<file path="config.mk">
export PLATFORM = sky130hd
export DESIGN_NAME = dwpi_scale
export DESIGN_NICKNAME = d
export VERILOG_FILES = /design/src/rtl/dwpi_pkg.sv /design/src/rtl/dwpi_scale.sv
export SDC_FILE = /design/constraint.sdc
export NUM_CORES = 1
export LEC_CHECK = 0
export ABC_AREA = 1
export BUFFER_PORTS_ARGS = -buffer_cell sky130_fd_sc_hd__clkbuf_2
export CAP_MARGIN = 20
export CORE_MARGIN = 3
export CORE_UTILIZATION = 55
export DETAILED_ROUTE_END_ITERATION = 10
export HOLD_SLACK_MARGIN = 0.02
export PLACE_DENSITY = 0.82
export SYNTH_ARGS = -nofsm -noshare
export SYNTH_HDL_FRONTEND = slang
export SYNTH_SLANG_ARGS = --single-unit
</file>
<file path="constraint.sdc">
create_clock -name clk -period 7.36 [get_ports clk]
set_clock_uncertainty 0.05 [all_clocks]
set_input_delay 0.368 -clock clk [delete_from_list [all_inputs] [get_ports clk]]
set_output_delay 0.368 -clock clk [all_outputs]
set_load 0.02 [all_outputs]
</file>
<file path="src/rtl/dwpi_pkg.sv">
// ----------------------------------------------------------------------------
// dwpi_pkg
// Shared types and constants for the dual wheel PI speed controller.
// ----------------------------------------------------------------------------
package dwpi_pkg;

	localparam int ENCODER_BITS_DEF = 32;

	localparam int ENC_IN_W  = 32;
	localparam int TGT_W     = 10;
	localparam int SPEED_W   = 16;
	localparam int RAMP_W    = 12;	// ramp +/- step, no overflow
	localparam int ERR_W     = 17;
	localparam int INTEG_W   = 11;
	localparam int SUM_W     = 18;
	localparam int GAIN_W    = 10;
	localparam int STEP_W    = 8;
	localparam int LIM_W     = 10;
	localparam int CFG_DATA_W = 10;
	localparam int CFG_IDX_W = 2;

	localparam int PROD_P_W  = 28;
	localparam int PROD_I_W  = 22;
	localparam int ACC_W     = 28;
	// |p*err + i*integ| < 2^26, so the magnitude fits 26 bits
	localparam int MAG_W     = 26;
	// ceil(2^33 / 100): exact floor division by 100 for any 26-bit magnitude
	localparam int RECIP_W     = 27;
	localparam logic [RECIP_W-1:0] RECIP = 27'd85899346;
	localparam int RECIP_SHIFT = 33;
	localparam int DRIVE_W   = 20;

	localparam int PIPE_STAGES = 6;

	localparam int IN_TDATA_W  = 88;
	localparam int OUT_TDATA_W = 40;

	localparam logic signed [SPEED_W-1:0] SPEED_MAX = 16'sh7fff;
	localparam logic signed [SPEED_W-1:0] SPEED_MIN = 16'sh8000;

	localparam logic [GAIN_W-1:0] P_GAIN_RST    = 10'd300;
	localparam logic [GAIN_W-1:0] I_GAIN_RST    = 10'd200;
	localparam logic [STEP_W-1:0] RAMP_STEP_RST = 8'd2;
	localparam logic [LIM_W-1:0]  INT_LIMIT_RST = 10'd200;

	typedef enum logic [CFG_IDX_W-1:0] {
		CFG_P_GAIN    = 2'd0,
		CFG_I_GAIN    = 2'd1,
		CFG_RAMP_STEP = 2'd2,
		CFG_INT_LIMIT = 2'd3
	} cfg_idx_t;

	typedef struct packed {
		logic [GAIN_W-1:0] p_gain;
		logic [GAIN_W-1:0] i_gain;
		logic [STEP_W-1:0] ramp_step;
		logic [LIM_W-1:0]  integral_limit;
	} cfg_t;

	typedef struct packed {
		logic adv;	// whole pipeline moves one stage
		logic upd;	// valid item in s1: commit wheel state
	} pipe_ctl_t;

endpackage

</file>
<file path="src/rtl/dwpi_scale.sv">
// ----------------------------------------------------------------------------
// dwpi_scale
// Signed divide by 100, truncating toward zero, via reciprocal multiply.
// ----------------------------------------------------------------------------
module dwpi_scale
	import dwpi_pkg::*;
(
	input  logic                      clk,
	input  pipe_ctl_t                 ctl,
	input  logic signed [ACC_W-1:0]   acc_s4,
	output logic signed [DRIVE_W-1:0] drive_q
);

	localparam int PROD_W = MAG_W + RECIP_W;

	logic [ACC_W-1:0]   abs_full;
	logic [MAG_W-1:0]   mag_s5;
	logic               neg_s5, neg_s6;
	logic [PROD_W-1:0]  prod_s6;
	logic [DRIVE_W-1:0] quo, drive_nx;

	always_comb begin
		abs_full = acc_s4[ACC_W-1] ? ACC_W'(-acc_s4) : ACC_W'(acc_s4);
		quo      = prod_s6[RECIP_SHIFT +: DRIVE_W];
		drive_nx = neg_s6 ? DRIVE_W'(-quo) : quo;
	end

	always_ff @(posedge clk) begin
		if (ctl.adv) begin
			mag_s5  <= abs_full[MAG_W-1:0];
			neg_s5  <= acc_s4[ACC_W-1];
			prod_s6 <= PROD_W'(mag_s5) * PROD_W'(RECIP);
			neg_s6  <= neg_s5;
			drive_q <= $signed(drive_nx);
		end
	end

endmodule

</file>
==> impl_metrics.prom <==
# TYPE chip_impl_metric gauge
chip_impl_metric{name="drt-vias-per-instance",unit=""} 5.319
chip_impl_metric{name="final_min_period_over_clock_period",unit="%"} 87.72
chip_impl_metric{name="nFillCells",unit=""} 2451
chip_impl_metric{name="setup_viol_count_final",unit=""} 0
chip_impl_metric{name="instance_count_of_the_mapped_netlist",unit=""} 1866
chip_impl_metric{name="overflow",unit=""} 0
chip_impl_info{name="worstReg2RegStart",value="mag_s5[24]"} 1
chip_impl_metric{name="number_of_buffers_added_on_ports",unit=""} 48
chip_impl_info{name="largest_family_of_logic_cells_by_synthesized_area",value="adder cells"} 1
chip_impl_metric{name="core_footprint",unit="um^2"} 28240
chip_impl_metric{name="fin_nets",unit=""} 2492
chip_impl_metric{name="worst_hold_path.num_cells",unit=""} 1
chip_impl_metric{name="grt_pass1_vias",unit=""} 13119
chip_impl_info{name="dominantRegCellSynth",value="edfxtp_1"} 1
chip_impl_info{name="outcome",value="finished clean"} 1
chip_impl_info{name="start_kind",value="register"} 1
chip_impl_metric{name="fin_setup_tns",unit="ns"} 0
chip_impl_metric{name="post_synth_xor_area_fraction",unit="%"} 2.406
chip_impl_info{name="tritoncts_clock_tree",value="done"} 1
chip_impl_info{name="critPathCaptureType",value="register"} 1
chip_impl_info{name="timing.setup.critical_path_class",value="reg2reg"} 1
chip_impl_metric{name="routedWlPerCell",unit="um"} 18.45
chip_impl_metric{name="final_slew_violations",unit=""} 0
chip_impl_metric{name="timing_worst_slew_pin_value",unit="ns"} 0.8991
chip_impl_metric{name="max-clock-path-buffers",unit=""} 2
chip_impl_metric{name="grt_max_degree",unit=""} 69
chip_impl_metric{name="die_width",unit="um"} 176.6
chip_impl_metric{name="postSynth.asyncResetShare",unit="%"} 0
chip_impl_metric{name="die_height",unit="um"} 176.6
chip_impl_metric{name="cts.repair.resized",unit=""} 0
chip_impl_metric{name="boundaryPins",unit=""} 51
chip_impl_metric{name="syn2layout_area_growth",unit="%"} 6.344
chip_impl_metric{name="dp.final_hpwl",unit="mm"} 37.58
chip_impl_metric{name="synth-simple-area-share",unit="%"} 13.74
chip_impl_metric{name="row_count",unit=""} 61
chip_impl_metric{name="post_cts_buffers",unit=""} 0
chip_impl_metric{name="grtUsageTotal",unit="%"} 29.32
chip_impl_metric{name="design.die.area",unit="um^2"} 31200
chip_impl_info{name="class_of_the_worst_hold_path",value="in2reg"} 1
chip_impl_metric{name="finish.utilization",unit="%"} 60.31
chip_impl_metric{name="drtIter0Drc",unit=""} 892
chip_impl_metric{name="max_cap_viol_count",unit=""} 0
chip_impl_metric{name="cts_hold_buf",unit=""} 0
chip_impl_metric{name="htreeDepth",unit=""} 3
chip_impl_metric{name="grt_first_pass_wirelength",unit="mm"} 69.25
chip_impl_metric{name="synthAdderAreaFrac",unit="%"} 53.04
chip_impl_metric{name="synth.ff_latch_count",unit=""} 68
chip_impl_metric{name="finalNonFillerCells",unit=""} 2308
chip_impl_metric{name="finalHoldViolCount",unit=""} 0
chip_impl_metric{name="yosysWarningCount",unit=""} 0
chip_impl_metric{name="placedCellCount",unit=""} 2292
chip_impl_metric{name="max_clock_freq",unit="MHz"} 154.9
chip_impl_metric{name="synth.net_count",unit=""} 2433
chip_impl_metric{name="cts.sink_count",unit=""} 68
chip_impl_info{name="root_buffer",value="clkbuf_16"} 1
chip_impl_info{name="mostFrequentLayoutCell",value="inv_1"} 1
chip_impl_metric{name="clk_latency",unit="ns"} 0.36
chip_impl_metric{name="synth_area_per_cell",unit="um^2"} 8.582
chip_impl_metric{name="synth.yosys.seq_area_share",unit="%"} 12.75
chip_impl_metric{name="worstPathRequired",unit="ns"} 7.42
chip_impl_info{name="worstHoldEndpoint",value="mag_s5[0]"} 1
chip_impl_info{name="holdCritStartpoint",value="acc_s4[0]"} 1
chip_impl_metric{name="dr.pass1.iters",unit=""} 5
chip_impl_info{name="regToRegEndpoint",value="prod_s6[48]"} 1
chip_impl_metric{name="ff2ff_setup_slack",unit="ns"} 0.90
chip_impl_metric{name="tightest_slew_margin_relative_to_the_limit",unit="%"} 40.06
chip_impl_metric{name="worst_r2r_path_depth",unit=""} 17
chip_impl_metric{name="post-route-min-period",unit="ns"} 6.456
chip_impl_metric{name="initial_core_util",unit="%"} 56.71
chip_impl_info{name="grt_setup_unrepaired",value="no"} 1
chip_impl_metric{name="detail_route.drc_violations",unit=""} 0
chip_impl_metric{name="synth_mux_area_share",unit="%"} 0
chip_impl_metric{name="max_fo_critical_path",unit=""} 10
chip_impl_metric{name="vias",unit=""} 12277
chip_impl_metric{name="cts-buffers-inserted",unit=""} 9
chip_impl_metric{name="worst_setup_hold_path_clk_slew",unit="ns"} 0.06
chip_impl_metric{name="fraction_of_the_mapped_netlist_area_in_compound_gates",unit="%"} 4.328
chip_impl_metric{name="number_of_diodes",unit=""} 0
chip_impl_metric{name="post_synth_num_cell_types",unit=""} 38
chip_impl_metric{name="antenna_left",unit=""} 0
chip_impl_metric{name="syn_area",unit="um^2"} 16010
chip_impl_info{name="layout.cells.most_common_list",value="581 x inv_1, 298 x ha_1, 280 x nand2_1"} 1
chip_impl_metric{name="post_route_cells_drive_above_1_share",unit="%"} 5.130
chip_impl_metric{name="routabilityCongestion",unit=""} 1.064
chip_impl_metric{name="arrival",unit="ns"} 6.52
chip_impl_metric{name="drt_wl_total",unit="mm"} 42.58
chip_impl_metric{name="grt_antenna_before_repair",unit=""} 0
chip_impl_metric{name="synth-edff-count",unit=""} 68
## sequential cells by signal, summed over array words and instances (netlist names)
name     count
mag_s5      26
drive_q     20
prod_s6     20
neg_s5       1
neg_s6       1
## critical path: stages (launching register included)
cell and delay, ns:
edfxtp_1 0.77, inv_1 0.28, ha_1 0.42, fa_1 0.50
inv_1 0.05, fa_1 0.55, fa_1 0.45, fa_1 0.52
fa_1 0.53, ha_1 0.32, ha_1 0.42, nand2_1 0.15
nor2_2 0.19, nand2_2 0.14, nor4_2 0.34, nand3_1 0.29
nand4_1 0.18, nand2_1 0.06
## logic make-up after synthesis
group | count (synthesis)
buffers and inverters | 586
DFF | 68
and+or+nand+nor | 509
adders and majority gates | 536
xor gates and xnor gates | 44
AOI/OAI and AO/OA | 123
## Yosys cell counts (5+ instances only)
cell / n / share of area [%]
edfxtp_1: 68 / 13
nand2_2: 6 / 0.23
inv_1: 581 / 14
o21bai_1: 10 / 0.47
nor2_1: 103 / 2.4
nor3_1: 15 / 0.47
xor2_1: 27 / 1.5
ha_1: 298 / 23
o21a_1: 6 / 0.28
nand4_1: 24 / 0.94
a21oi_1: 62 / 1.9
xnor2_1: 17 / 0.93
nor3_2: 5 / 0.31
nor2_2: 7 / 0.27
o21ai_0: 30 / 0.94
nand3_1: 54 / 1.7
fa_1: 238 / 30
nand2_1: 280 / 6.6
## worst max-delay path by stage
stage	from	end	depth (start not counted)
2_1_floorplan	mag_s5[12]	prod_s6[38]	24
3_3_place_gp	mag_s5[10]	prod_s6[50]	23
3_5_place_dp	mag_s5[12]	prod_s6[48]	20
4_1_cts	mag_s5[12]	prod_s6[48]	20
5_1_grt	mag_s5[12]	prod_s6[40]	22
6_report	mag_s5[24]	prod_s6[48]	17
## metal layers
| layer | vias up | wire, um | global-route usage, % |
|---|---|---|---|
| met4 | 0 | 1380 | 9.722 |
| met2 | 508 | 19250 | 46.40 |
| li1 | 5798 | - | - |
| met3 | 84 | 4048 | 7.743 |
| met5 | - | 0 | 0 |
| met1 | 5887 | 17900 | 39.53 |
## per-stage QoR
step	setup WS (ns)	cell area [um^2]	hold WS, ns
after floorplan	1.797	16010	0.3503
after global placement	1.120	16740	0.3552
after detailed placement	1.073	16740	0.3743
after CTS	1.058	17030	0.1817
after global routing	0.6684	17030	0.1998
final	0.9036	17030	0.1886
## area by class of cell
cell class                      count  area [um^2]  area share [%]
Tap cell                          378        473.0           2.777
Clock inverter                      6        63.81          0.3747
Timing Repair Buffer               51        262.8           1.543
Multi-Input combinational cell   1212        11770           69.12
Sequential cell                    68         2042           11.99
Clock buffer                       10        229.0           1.345
Inverter                          583         2188           12.85
Power is left out: the tool's default activity adds up to more than one toggle a clock period on the data nets, which glitch-free logic cannot reach.
