$ cat src/rtl/dwpi_pkg.sv
// ----------------------------------------------------------------------------
// dwpi_pkg
// Shared types and constants for the dual wheel PI speed controller.
// ----------------------------------------------------------------------------
package dwpi_pkg;

	localparam int ENCODER_BITS_DEF = 32;

	localparam int ENC_IN_W  = 32;
	localparam int TGT_W     = 10;
	localparam int SPEED_W   = 16;
	localparam int RAMP_W    = 12;	// ramp +/- step, no overflow
	localparam int ERR_W     = 17;
	localparam int INTEG_W   = 11;
	localparam int SUM_W     = 18;
	localparam int GAIN_W    = 10;
	localparam int STEP_W    = 8;
	localparam int LIM_W     = 10;
	localparam int CFG_DATA_W = 10;
	localparam int CFG_IDX_W = 2;

	localparam int PROD_P_W  = 28;
	localparam int PROD_I_W  = 22;
	localparam int ACC_W     = 28;
	// |p*err + i*integ| < 2^26, so the magnitude fits 26 bits
	localparam int MAG_W     = 26;
	// ceil(2^33 / 100): exact floor division by 100 for any 26-bit magnitude
	localparam int RECIP_W     = 27;
	localparam logic [RECIP_W-1:0] RECIP = 27'd85899346;
	localparam int RECIP_SHIFT = 33;
	localparam int DRIVE_W   = 20;

	localparam int PIPE_STAGES = 6;

	localparam int IN_TDATA_W  = 88;
	localparam int OUT_TDATA_W = 40;

	localparam logic signed [SPEED_W-1:0] SPEED_MAX = 16'sh7fff;
	localparam logic signed [SPEED_W-1:0] SPEED_MIN = 16'sh8000;

	localparam logic [GAIN_W-1:0] P_GAIN_RST    = 10'd300;
	localparam logic [GAIN_W-1:0] I_GAIN_RST    = 10'd200;
	localparam logic [STEP_W-1:0] RAMP_STEP_RST = 8'd2;
	localparam logic [LIM_W-1:0]  INT_LIMIT_RST = 10'd200;

	typedef enum logic [CFG_IDX_W-1:0] {
		CFG_P_GAIN    = 2'd0,
		CFG_I_GAIN    = 2'd1,
		CFG_RAMP_STEP = 2'd2,
		CFG_INT_LIMIT = 2'd3
	} cfg_idx_t;

	typedef struct packed {
		logic [GAIN_W-1:0] p_gain;
		logic [GAIN_W-1:0] i_gain;
		logic [STEP_W-1:0] ramp_step;
		logic [LIM_W-1:0]  integral_limit;
	} cfg_t;

	typedef struct packed {
		logic adv;	// whole pipeline moves one stage
		logic upd;	// valid item in s1: commit wheel state
	} pipe_ctl_t;

endpackage

$ cat src/rtl/dwpi_wheel.sv
// ----------------------------------------------------------------------------
// dwpi_wheel
// Per-wheel speed estimate, target ramp, clamped integrator and PI products.
// ----------------------------------------------------------------------------
module dwpi_wheel
	import dwpi_pkg::*;
#(
	parameter int ENCODER_BITS = ENCODER_BITS_DEF
) (
	input  logic                     clk,
	input  logic                     arst_n,
	input  pipe_ctl_t                ctl,
	input  cfg_t                     cfg,
	input  logic [ENC_IN_W-1:0]      encoder,
	input  logic signed [TGT_W-1:0]  target,
	input  logic                     clear_integral,
	output logic signed [ACC_W-1:0]  acc_s4
);

	logic signed [ENCODER_BITS-1:0] last_pos_q;
	logic signed [TGT_W-1:0]        ramp_q;
	logic signed [INTEG_W-1:0]      integ_q;

	logic signed [ENCODER_BITS-1:0] pos;
	logic signed [ENCODER_BITS-1:0] diff;
	logic [ENCODER_BITS-SPEED_W:0]  diff_hi;
	logic signed [SPEED_W-1:0]      speed;
	logic signed [RAMP_W-1:0]       ramp_x, tgt_x, step_x, ramp_up, ramp_dn;
	logic signed [TGT_W-1:0]        ramp_nx;
	logic signed [ERR_W-1:0]        err;
	logic signed [INTEG_W-1:0]      integ_base;
	logic signed [SUM_W-1:0]        integ_sum, lim_x;
	logic signed [INTEG_W-1:0]      integ_nx;

	logic signed [ERR_W-1:0]        err_s2;
	logic signed [INTEG_W-1:0]      integ_s2;
	logic signed [PROD_P_W-1:0]     prod_p_s3;
	logic signed [PROD_I_W-1:0]     prod_i_s3;

	always_comb begin
		pos     = ENCODER_BITS'($signed(encoder));
		diff    = pos - last_pos_q;
		diff_hi = diff[ENCODER_BITS-1:SPEED_W-1];
		// saturate when the upper bits are not all copies of the sign
		if ((&diff_hi) || !(|diff_hi)) begin
			speed = diff[SPEED_W-1:0];
		end else begin
			speed = diff[ENCODER_BITS-1] ? SPEED_MIN : SPEED_MAX;
		end

		ramp_x  = RAMP_W'(ramp_q);
		tgt_x   = RAMP_W'(target);
		step_x  = $signed({{(RAMP_W-STEP_W){1'b0}}, cfg.ramp_step});
		ramp_up = ramp_x + step_x;
		ramp_dn = ramp_x - step_x;
		if (tgt_x > ramp_up) begin
			ramp_nx = TGT_W'(ramp_up);
		end else if (tgt_x < ramp_dn) begin
			ramp_nx = TGT_W'(ramp_dn);
		end else begin
			ramp_nx = target;
		end

		err = ERR_W'(ramp_nx) - ERR_W'(speed);

		integ_base = clear_integral ? '0 : integ_q;
		integ_sum  = SUM_W'(integ_base) + SUM_W'(err);
		lim_x      = $signed({{(SUM_W-LIM_W){1'b0}}, cfg.integral_limit});
		if (integ_sum > lim_x) begin
			integ_nx = INTEG_W'(lim_x);
		end else if (integ_sum < -lim_x) begin
			integ_nx = INTEG_W'(-lim_x);
		end else begin
			integ_nx = INTEG_W'(integ_sum);
		end
	end

	always_ff @(posedge clk or negedge arst_n) begin
		if (!arst_n) begin
			last_pos_q <= '0;
			ramp_q     <= '0;
			integ_q    <= '0;
		end else if (ctl.upd) begin
			last_pos_q <= pos;
			ramp_q     <= ramp_nx;
			integ_q    <= integ_nx;
		end
	end

	always_ff @(posedge clk) begin
		if (ctl.adv) begin
			err_s2    <= err;
			integ_s2  <= integ_nx;
			prod_p_s3 <= PROD_P_W'($signed({1'b0, cfg.p_gain})) * PROD_P_W'(err_s2);
			prod_i_s3 <= PROD_I_W'($signed({1'b0, cfg.i_gain})) * PROD_I_W'(integ_s2);
			acc_s4    <= ACC_W'(prod_p_s3) + ACC_W'(prod_i_s3);
		end
	end

endmodule

$ cat config.mk
export PLATFORM = sky130hd
export DESIGN_NAME = dwpi_wheel
export DESIGN_NICKNAME = d
export VERILOG_FILES = /design/src/rtl/dwpi_pkg.sv /design/src/rtl/dwpi_wheel.sv
export SDC_FILE = /design/constraint.sdc
export NUM_CORES = 1
export LEC_CHECK = 0
export ABC_AREA = 1
export BUFFER_PORTS_ARGS = -buffer_cell sky130_fd_sc_hd__buf_4
export CORE_UTILIZATION = 58
export CTS_BUF_LIST = sky130_fd_sc_hd__clkbuf_4 sky130_fd_sc_hd__clkbuf_8 sky130_fd_sc_hd__clkbuf_16
export DETAILED_ROUTE_END_ITERATION = 10
export PLACE_DENSITY_LB_ADDON = 0.3
export SYNTH_ARGS = -nofsm -noshare
export SYNTH_HDL_FRONTEND = slang
export SYNTH_SLANG_ARGS = --single-unit
$ cat constraint.sdc
create_clock -name clk -period 7.75 [get_ports clk]
set_clock_uncertainty 0.2 [all_clocks]
set_input_delay 1.1625 -clock clk [delete_from_list [all_inputs] [get_ports clk]]
set_output_delay 1.1625 -clock clk [all_outputs]
set_load 0.02 [all_outputs]
==> results.md, run 1 <==
- Status: finished, violations left
- Failing checks: setup timing
- Post-DP HPWL: 51100 um
- Syn Area/Cell: 7.74 um^2
- Predominant post-synthesis flop cell: edfxtp_1
- Die area: 0.0410 mm^2
- CTS sink cnt: 159
- Crit path required time: 7760 ps
- Critical-path maximum fanout: 8
- CTS Buf Count: 17
- Port Buf Inserts: 112
- Routability cong.: 0.971
- First-pass GRT wire length: 102000 um
- Final max-slew violation count: 0
- Cell mode on critical path: nand2_1
- Yosys top cell area share: 19.8%
- Die height: 203 um
- Net count, final: 3967
- Ys Warns: 0
- Syn Inst Count: 3015
- Initial antenna violation count: 1
- H-Tree Depth: 4
- Syn nets: 3618
- # Max-Cap Violations: 0
- Area contributors post-synth: fa_1 (20%), ha_1 (15%), edfxtp_1 (14%), nand2_1 (12%), inv_1 (11%)
- Routed WL per cell: 15.8 um
- Post-synthesis register bit count: 159
- DRT iter0 DRCs: 1297
- Slowest stage cell on the critical path: fa_2
- Cell variety after synth: 54
- Initial core utilization: 58.7%
- Boundary Pins: 113
- Largest net degree at the start of global routing: 84
- Rows: 73
- TritonCTS clock tree: built
- Post-synth top cells: nand2_1 (737), inv_1 (691), ha_1 (287)
- Post-route DRC: 0
- Number of global-route vias before repair: 21428
- Final antenna-violating net count: 0
- Register area share after synthesis: 19.3%
- RSZ-0062 raised after global routing: yes
- Die X-Extent: 203 um
- Core Region: 0.0397 mm^2
- Syn Std Cell Area: 0.0233 mm^2
- Layout cells sized above 1: 18.8%
- Via count: 20658
- Final Hold Fails: 0
- Pre-antenna DRT Iters: 7
- Total grt overflow: 0
- Endpoints failing setup: 22
- Final WS setup: -350 ps
- Slew headroom: 33.6%
- CTS Root Cell: clkbuf_16
- Post-CTS Hold Fix Bufs: 0
- Area leader, netlist: fa_1
- Crit path time final: 8100 ps
- Startpoint types: input port
- Via-to-Cell Ratio: 5.30
- Post-synth EDFFs: 106
- Post-Route WL: 61700 um
- Hold Path Class: reg2reg
- Endpoint type of the worst setup path: register
- Sum Neg Setup Slack: -5850 ps
- Total track usage: 30.8%
- Worst-Margin Slew: 992 ps
- Max incr delay on CP: 410 ps
- Fmax: 123 MHz
- P&R area growth vs syn: 20.8%
- Count leader, synth: nand2_1
- Max clock buf depth: 2
- Clk slew on worst S/H paths: 70 ps
- Post-synth ARST share: 33.3%
- CP Data Arrival Time: 8110 ps
- Clk_lat worst skew: 460 ps
- Tcrit/Tclk final: 105%
- Critical path class: in2reg
-- area by class of cell --
class	instances	area, um^2
Antenna cell	1	2.50
Clock buffer	17	425
Clock inverter	13	136
Fill cell	3183	11600
Inverter	696	2620
Multi-Input combinational cell	2078	16700
Sequential cell	159	4510
Tap cell	525	657
Timing Repair Buffer	411	3130
Timing Repair inverter	1	7.51
-- kinds of logic (layout without fill, tap and decap cells) --
| logic type | Yosys count | after routing | synth area share (%) |
|---|---|---|---|
| buffers and inverters | 779 | 1138 | 12.7 |
| flip-flops | 159 | 159 | 19.3 |
| XOR/XNOR | 140 | 140 | 5.25 |
| AO/OA/AOI/OAI | 380 | 380 | 9.22 |
| AND/OR/NAND/NOR | 1039 | 1040 | 18.3 |
| adder cells (fa/ha/maj) | 518 | 518 | 35.2 |
| other | 0 | 1 | 0 |
-- layer usage --
metal | up-vias | wire length [um] | track usage, %
li1 | 10053 | - | -
met1 | 9882 | 24800 | 37.3
met2 | 597 | 31800 | 55.6
met3 | 126 | 3060 | 4.17
met4 | 0 | 2030 | 11.5
met5 | - | 0 | 0
-- critical path, delay by kind of cell --
family	cells	cell delay, ps
xor gates and xnor gates	4	770
buffers and inverters	6	650
adders and majority gates	6	1860
AOI/OAI and AO/OA	14	2080
and+or+nand+nor	18	1600
-- flip-flops by register name, indices dropped and copies added (netlist names) --
register    cells
integ_q        11
ramp_q         10
prod_i_s3      22
prod_p_s3      28
acc_s4         28
last_pos_q     32
integ_s2       11
err_s2         17
-- worst paths after layout --
path	startpoint	slack, ps	cells past startpoint	end
worst max register to register	ramp_q[1]	-10	46	integ_s2[1]
worst min register to register	last_pos_q[0]	300	2	last_pos_q[0]
worst max-delay path	cfg[10]	-350	48	integ_s2[1]
max in group asynchronous	arst_n	6320	1	last_pos_q[1]
worst min-delay path	last_pos_q[0]	300	2	last_pos_q[0]
min in group asynchronous	arst_n	560	1	last_pos_q[29]
-- placed cells by master (no fill, tap or decap), types with 21 or more instances in the layout --
cell type  count
a21oi_1      146
buf_4        403
dfrtp_1       53
edfxtp_1     106
fa_1         228
ha_1         267
inv_1        679
nand2_1      710
nand2_2       25
nand3_1       68
nand3_2       21
nand4_1       21
nor2_1       112
nor3_1        22
o21ai_0       95
o21ai_1       23
xnor2_1       37
xor2_1        88
-- per-stage QoR --
| step | cell area [um^2] | worst slack, ps | util [%] | std cells | hold slack, ps |
|---|---|---|---|---|---|
| 6_report | 28200 | -350 | 70.9 | 3901 | 298 |
| 2_1_floorplan | 23500 | -242 | - | 3015 | 249 |
| 3_5_place_dp | 26600 | -1090 | 66.9 | 3832 | 279 |
| 4_1_cts | 27800 | -95.4 | 70.0 | 3889 | 297 |
| 3_3_place_gp | 26600 | -803 | 66.9 | 3832 | 274 |
| 5_1_grt | 28200 | -839 | 70.9 | 3901 | 311 |
-- repair_timing --
action,CTS,global route
buffers inserted,25,11
cloned,2,0
pin swaps,80,62
resized for setup,94,63
endpoints found under the setup margin,22,22
endpoints found under the hold margin,0,0
Power of run 1 is left out: the tool's default activity adds up to more than one toggle a clock period on the data nets, which glitch-free logic cannot reach.
==> inputs of run 2 (changes only) <==
- CORE_ASPECT_RATIO: unset -> 1.4
- CORE_UTILIZATION: 58 -> 59
- CTS_BUF_LIST: sky130_fd_sc_hd__clkbuf_4 sky130_fd_sc_hd__clkbuf_8 sky130_fd_sc_hd__clkbuf_16 -> sky130_fd_sc_hd__clkbuf_2
==> run 2 against run 1 <==
The run still ends with setup timing left. Cell count is 0.21% lower. Die area down 1.6%. Cell area fell by 2.0%. Non-clock buffer count shrank 7. Count of clock-buffer cells in the layout stayed put. Critical path type is now reg2reg.
==> results.md, run 2 (synthesis results as in run 1) <==
- Status: finished, violations left
- Failing checks: setup timing
- Biggest regs: last_pos_q x32, acc_s4 x28, prod_p_s3 x28
- Crit path required time: 8160 ps
- FF+latch area: 0.00451 mm^2
- Worst-Margin Slew: 888 ps
- CTS Root Cell: clkbuf_2
- Die height: 237 um
- Startpoint types: register
- Biggest register: last_pos_q
- Most common cell after layout, fill and taps aside: nand2_1
- DP Worst Slack: -1250 ps
- TritonCTS clock tree: built
- Cell mode on critical path: nand2_1
- DP Cell Count: 3836
- Tcrit/Tclk final: 101%
- Worst R2R End: integ_s2[1]
- Final Hold Fails: 0
- Multi-input logic area: 0.0165 mm^2
- Port Buf Inserts: 112
- Endpoint type of the worst setup path: register
- R2r setup slk: -100 ps
- Clk_lat worst skew: 850 ps
- Critical-path maximum fanout: 7
- Hold slack final: 112 ps
- M2 GR Usage: 60.6%
- RSZ-0062 raised after global routing: yes
- Pre-antenna DRT Iters: 6
- Total grt overflow: 0
- Total track usage: 31.7%
- Boundary Pins: 113
- Routed WL per cell: 15.8 um
- First-pass GRT wire length: 101000 um
- Final antenna-violating net count: 0
- P&R area growth vs syn: 18.4%
- Grt peak-use layer: met2
- Die X-Extent: 170 um
- CTS Buf Count: 17
- Initial core utilization: 60.3%
- Reg-to-reg startpoint: ramp_q[0]
- Post-DP HPWL: 51100 um
- Endpoints failing setup: 16
- Rows: 85
- Max clock buf depth: 2
- R2R cell count: 53
- Dpl cell area: 0.0266 mm^2
- CTS sink cnt: 159
- Critical path class: reg2reg
- Max reg flops: 32
- Slew headroom: 40.8%
- Post-Route WL: 61600 um
- Max incr delay on CP: 520 ps
- Routability cong.: 0.962
- Post-route DRC: 0
- Slowest stage cell on the critical path: dfrtp_2
- Initial antenna violation count: 2
- Number of global-route vias before repair: 21946
- Via-to-Cell Ratio: 5.33
- Fillers: 3166
- Met3 Use GR: 3.65%
- Largest net degree at the start of global routing: 84
- Hold Path Class: in2async
- Met1 usage: 32.6%
- Layout cells sized above 1: 17.8%
- Post-Layout Cell Count: 3893
- Clk slew on worst S/H paths: 330 ps
- CP Data Arrival Time: 8270 ps
- Fmax: 127 MHz
- Most frequent cells in the layout: nand2_1 (714), inv_1 (684), buf_4 (396)
- Final WS setup: -105 ps
- H-Tree Depth: 4
- Die area: 0.0404 mm^2
- Fin area: 0.0276 mm^2
- Core Region: 0.0387 mm^2
- DRT iter0 DRCs: 1120
- Via count: 20737
- Net count, final: 3959
- Final max-slew violation count: 0
- # Max-Cap Violations: 0
- Crit path time final: 7850 ps
## run 2: timing repair
action	in CTS	in global routing
gates cloned	0	1
hold buffers	0	0
endpoints found under the setup margin	22	22
pin swaps	33	50
resized for setup	48	73
setup buffers	14	8
## run 2: layer usage
| layer | wire length [um] | vias to the layer above |
|---|---|---|
| met2 | 33300 | 666 |
| met3 | 2340 | 256 |
| met1 | 21800 | 9771 |
| li1 | - | 10044 |
| met5 | 0 | - |
| met4 | 4230 | 0 |
## run 2: area by class of cell
class	count	share of cell area, %
well taps	522	2.36
diodes	2	0.0181
inverters	696	9.49
clock inverters	15	0.652
multi-input cells	2078	59.7
repair buffers	404	11.2
clock buffers	17	0.308
flip-flops and latches	159	16.3
## run 2: worst max path at each step
| stage | startpoint | to | slack, ps | cells past startpoint |
|---|---|---|---|---|
| 2_1_floorplan | cfg[10] | integ_s2[1] | -240 | 53 |
| 3_3_place_gp | cfg[10] | integ_s2[1] | -980 | 46 |
| 3_5_place_dp | cfg[12] | integ_s2[1] | -1250 | 52 |
| 4_1_cts | ramp_q[2] | integ_s2[10] | 7 | 55 |
| 5_1_grt | ramp_q[0] | integ_s2[1] | -590 | 51 |
| 6_report | ramp_q[0] | integ_s2[1] | -100 | 53 |
## run 2: through the flow
step	utilization, %	setup TNS [ps]
final	71.3	-476
after detailed placement	68.8	-26430
after CTS	70.2	0
after floorplan	-	-2760
after global routing	71.3	-11240
after global placement	68.8	-20550
## run 2: critical path, delay by kind of cell, from the launching register on
family / cells / cell delay [ps]
flip-flops: 1 / 520
adder cells (fa/ha/maj): 5 / 1580
XOR/XNOR: 1 / 220
AO/OA/AOI/OAI: 9 / 1450
buffers and inverters: 10 / 1160
AND/OR/NAND/NOR: 28 / 2490
Power of run 2 is left out for the same reason.
==> inputs of run 3 (changes only) <==
- CORE_UTILIZATION: 59 -> 67
- clock period: 7.75 -> 9.9 ns (I/O delays scaled with it)
==> run 3 against run 2 <==
The run now ends clean. Setup slack gained 980 ps. Die area fell by 12%. First-iteration DRC count is 2.6% lower. Global-route usage increased by 1.7 points. Hold slack improved by 210 ps. Flip-flop and latch count stayed put. Critical path depth decreased by 9. Via count fell by 5.4%. Largest cell class unchanged.
==> results.md, run 3 (synthesis results as in run 1) <==
- Status: finished, final reports clean
- Final Core Density: 72.2%
- Biggest register: last_pos_q
- CP Data Arrival Time: 9390 ps
- Fmax: 111 MHz
- Initial antenna violation count: 1
- Endpoint type of the worst setup path: register
- Crit path required time: 10270 ps
- Endpoints failing setup: 0
- Startpoint types: input port
- Via count: 19626
- Fillers: 2737
- # Max-Cap Violations: 0
- Biggest regs: last_pos_q x32, acc_s4 x28, prod_p_s3 x28
- Die area: 0.0356 mm^2
- Worst-Margin Slew: 870 ps
- Via-to-Cell Ratio: 5.55
- RSZ-0062 raised after global routing: no
- Die X-Extent: 160 um
- Most common cell after layout, fill and taps aside: nand2_1
- TritonCTS clock tree: built
- Post-DP HPWL: 48200 um
- CTS Root Cell: clkbuf_2
- Final Hold Fails: 0
- DRT iter0 DRCs: 1091
- Post-CTS Setup Repair Bufs: 0
- CTS Buf Count: 17
- Core Region: 0.0342 mm^2
- Max reg flops: 32
- Slowest stage cell on the critical path: or2_2
- Final antenna-violating net count: 0
- Max incr delay on CP: 410 ps
- Routed WL per cell: 16.2 um
- Total grt overflow: 0
- First-pass GRT wire length: 95100 um
- Rows: 80
- Cell mode on critical path: nand2_1
- Routability cong.: 0.976
- Hold Path Class: reg2reg
- Hold slack final: 323 ps
- Largest net degree at the start of global routing: 84
- Die height: 223 um
- Number of global-route vias before repair: 20581
- Clk slew on worst S/H paths: 260 ps
- CTS sink cnt: 159
- Layout cells sized above 1: 6.49%
- Tcrit/Tclk final: 91.1%
- Most frequent cells in the layout: nand2_1 (737), inv_1 (691), ha_1 (287)
- Slew headroom: 42.0%
- Post-route DRC: 0
- Max clock buf depth: 2
- H-Tree Depth: 4
- Crit path time final: 9020 ps
- Pre-antenna DRT Iters: 6
- Post-Route WL: 57300 um
- Critical path class: in2reg
- Initial core utilization: 68.2%
- Final max-slew violation count: 0
- P&R area growth vs syn: 5.99%
- Net count, final: 3674
- Clk_lat worst skew: 850 ps
- Boundary Pins: 113
- Total track usage: 33.5%
- Critical-path maximum fanout: 12
- Port Buf Inserts: 112
- Sum Neg Setup Slack: 0 ps
-- run 3: cell count changes in the layout (fill, tap and decap cells not counted), sizes merged --
cell / change
buf: -284
clkinv: +1
diode: -1
inv: -1
nand2: -1
-- run 3: worst max-delay path, delay by kind of cell --
kind / cells / cell delay (ps)
xor+xnor: 3 / 540
simple gates: 18 / 2340
buf+inv: 5 / 540
fa+ha+maj: 5 / 1670
compound gates: 13 / 2770
-- run 3: worst paths after layout --
kind | slack (ps) | endpoint | depth (start not counted) | from
hold reg to reg | 320 | integ_q[1] | 2 | integ_q[1]
max in group asynchronous | 8570 | integ_q[6] | 1 | arst_n
setup reg to reg | 1080 | integ_s2[5] | 43 | ramp_q[0]
setup / recovery | 880 | integ_s2[5] | 44 | cfg[11]
hold / removal | 320 | integ_q[1] | 2 | integ_q[1]
min in group asynchronous | 460 | last_pos_q[4] | 1 | arst_n
-- run 3: metrics by stage --
step           setup slack (ps)  std cells  area (um^2)
2_1_floorplan              1020       3015        23300
3_3_place_gp                296       3503        24500
3_5_place_dp               70.7       3503        24500
4_1_cts                     917       3535        24700
5_1_grt                    75.2       3536        24700
6_report                    877       3536        24700
-- run 3: cell type report --
class                   instances  area (um^2)  share of cell area [%]
flip-flops and latches        159         4510                    18.2
inverters                     696         2610                    10.6
clock inverters                15          184                   0.744
diodes                          1         2.50                  0.0101
repair buffers                120          901                    3.64
multi-input cells            2077        15900                    64.2
well taps                     451          564                    2.28
clock buffers                  17         85.1                   0.344
-- run 3: what timing repair did --
item,4_1_cts,5_1_grt
hold buffers,0,0
endpoints found under the setup margin,0,4
resized for setup,0,2
-- run 3: routing by layer --
layer	vias up	global-route usage, %	wire length, um
li1	9464	-	-
met4	0	21.0	3880
met1	9321	35.4	20500
met5	-	0	0
met2	634	63.4	30500
met3	207	2.82	2290
Power of run 3 is left out for the same reason.
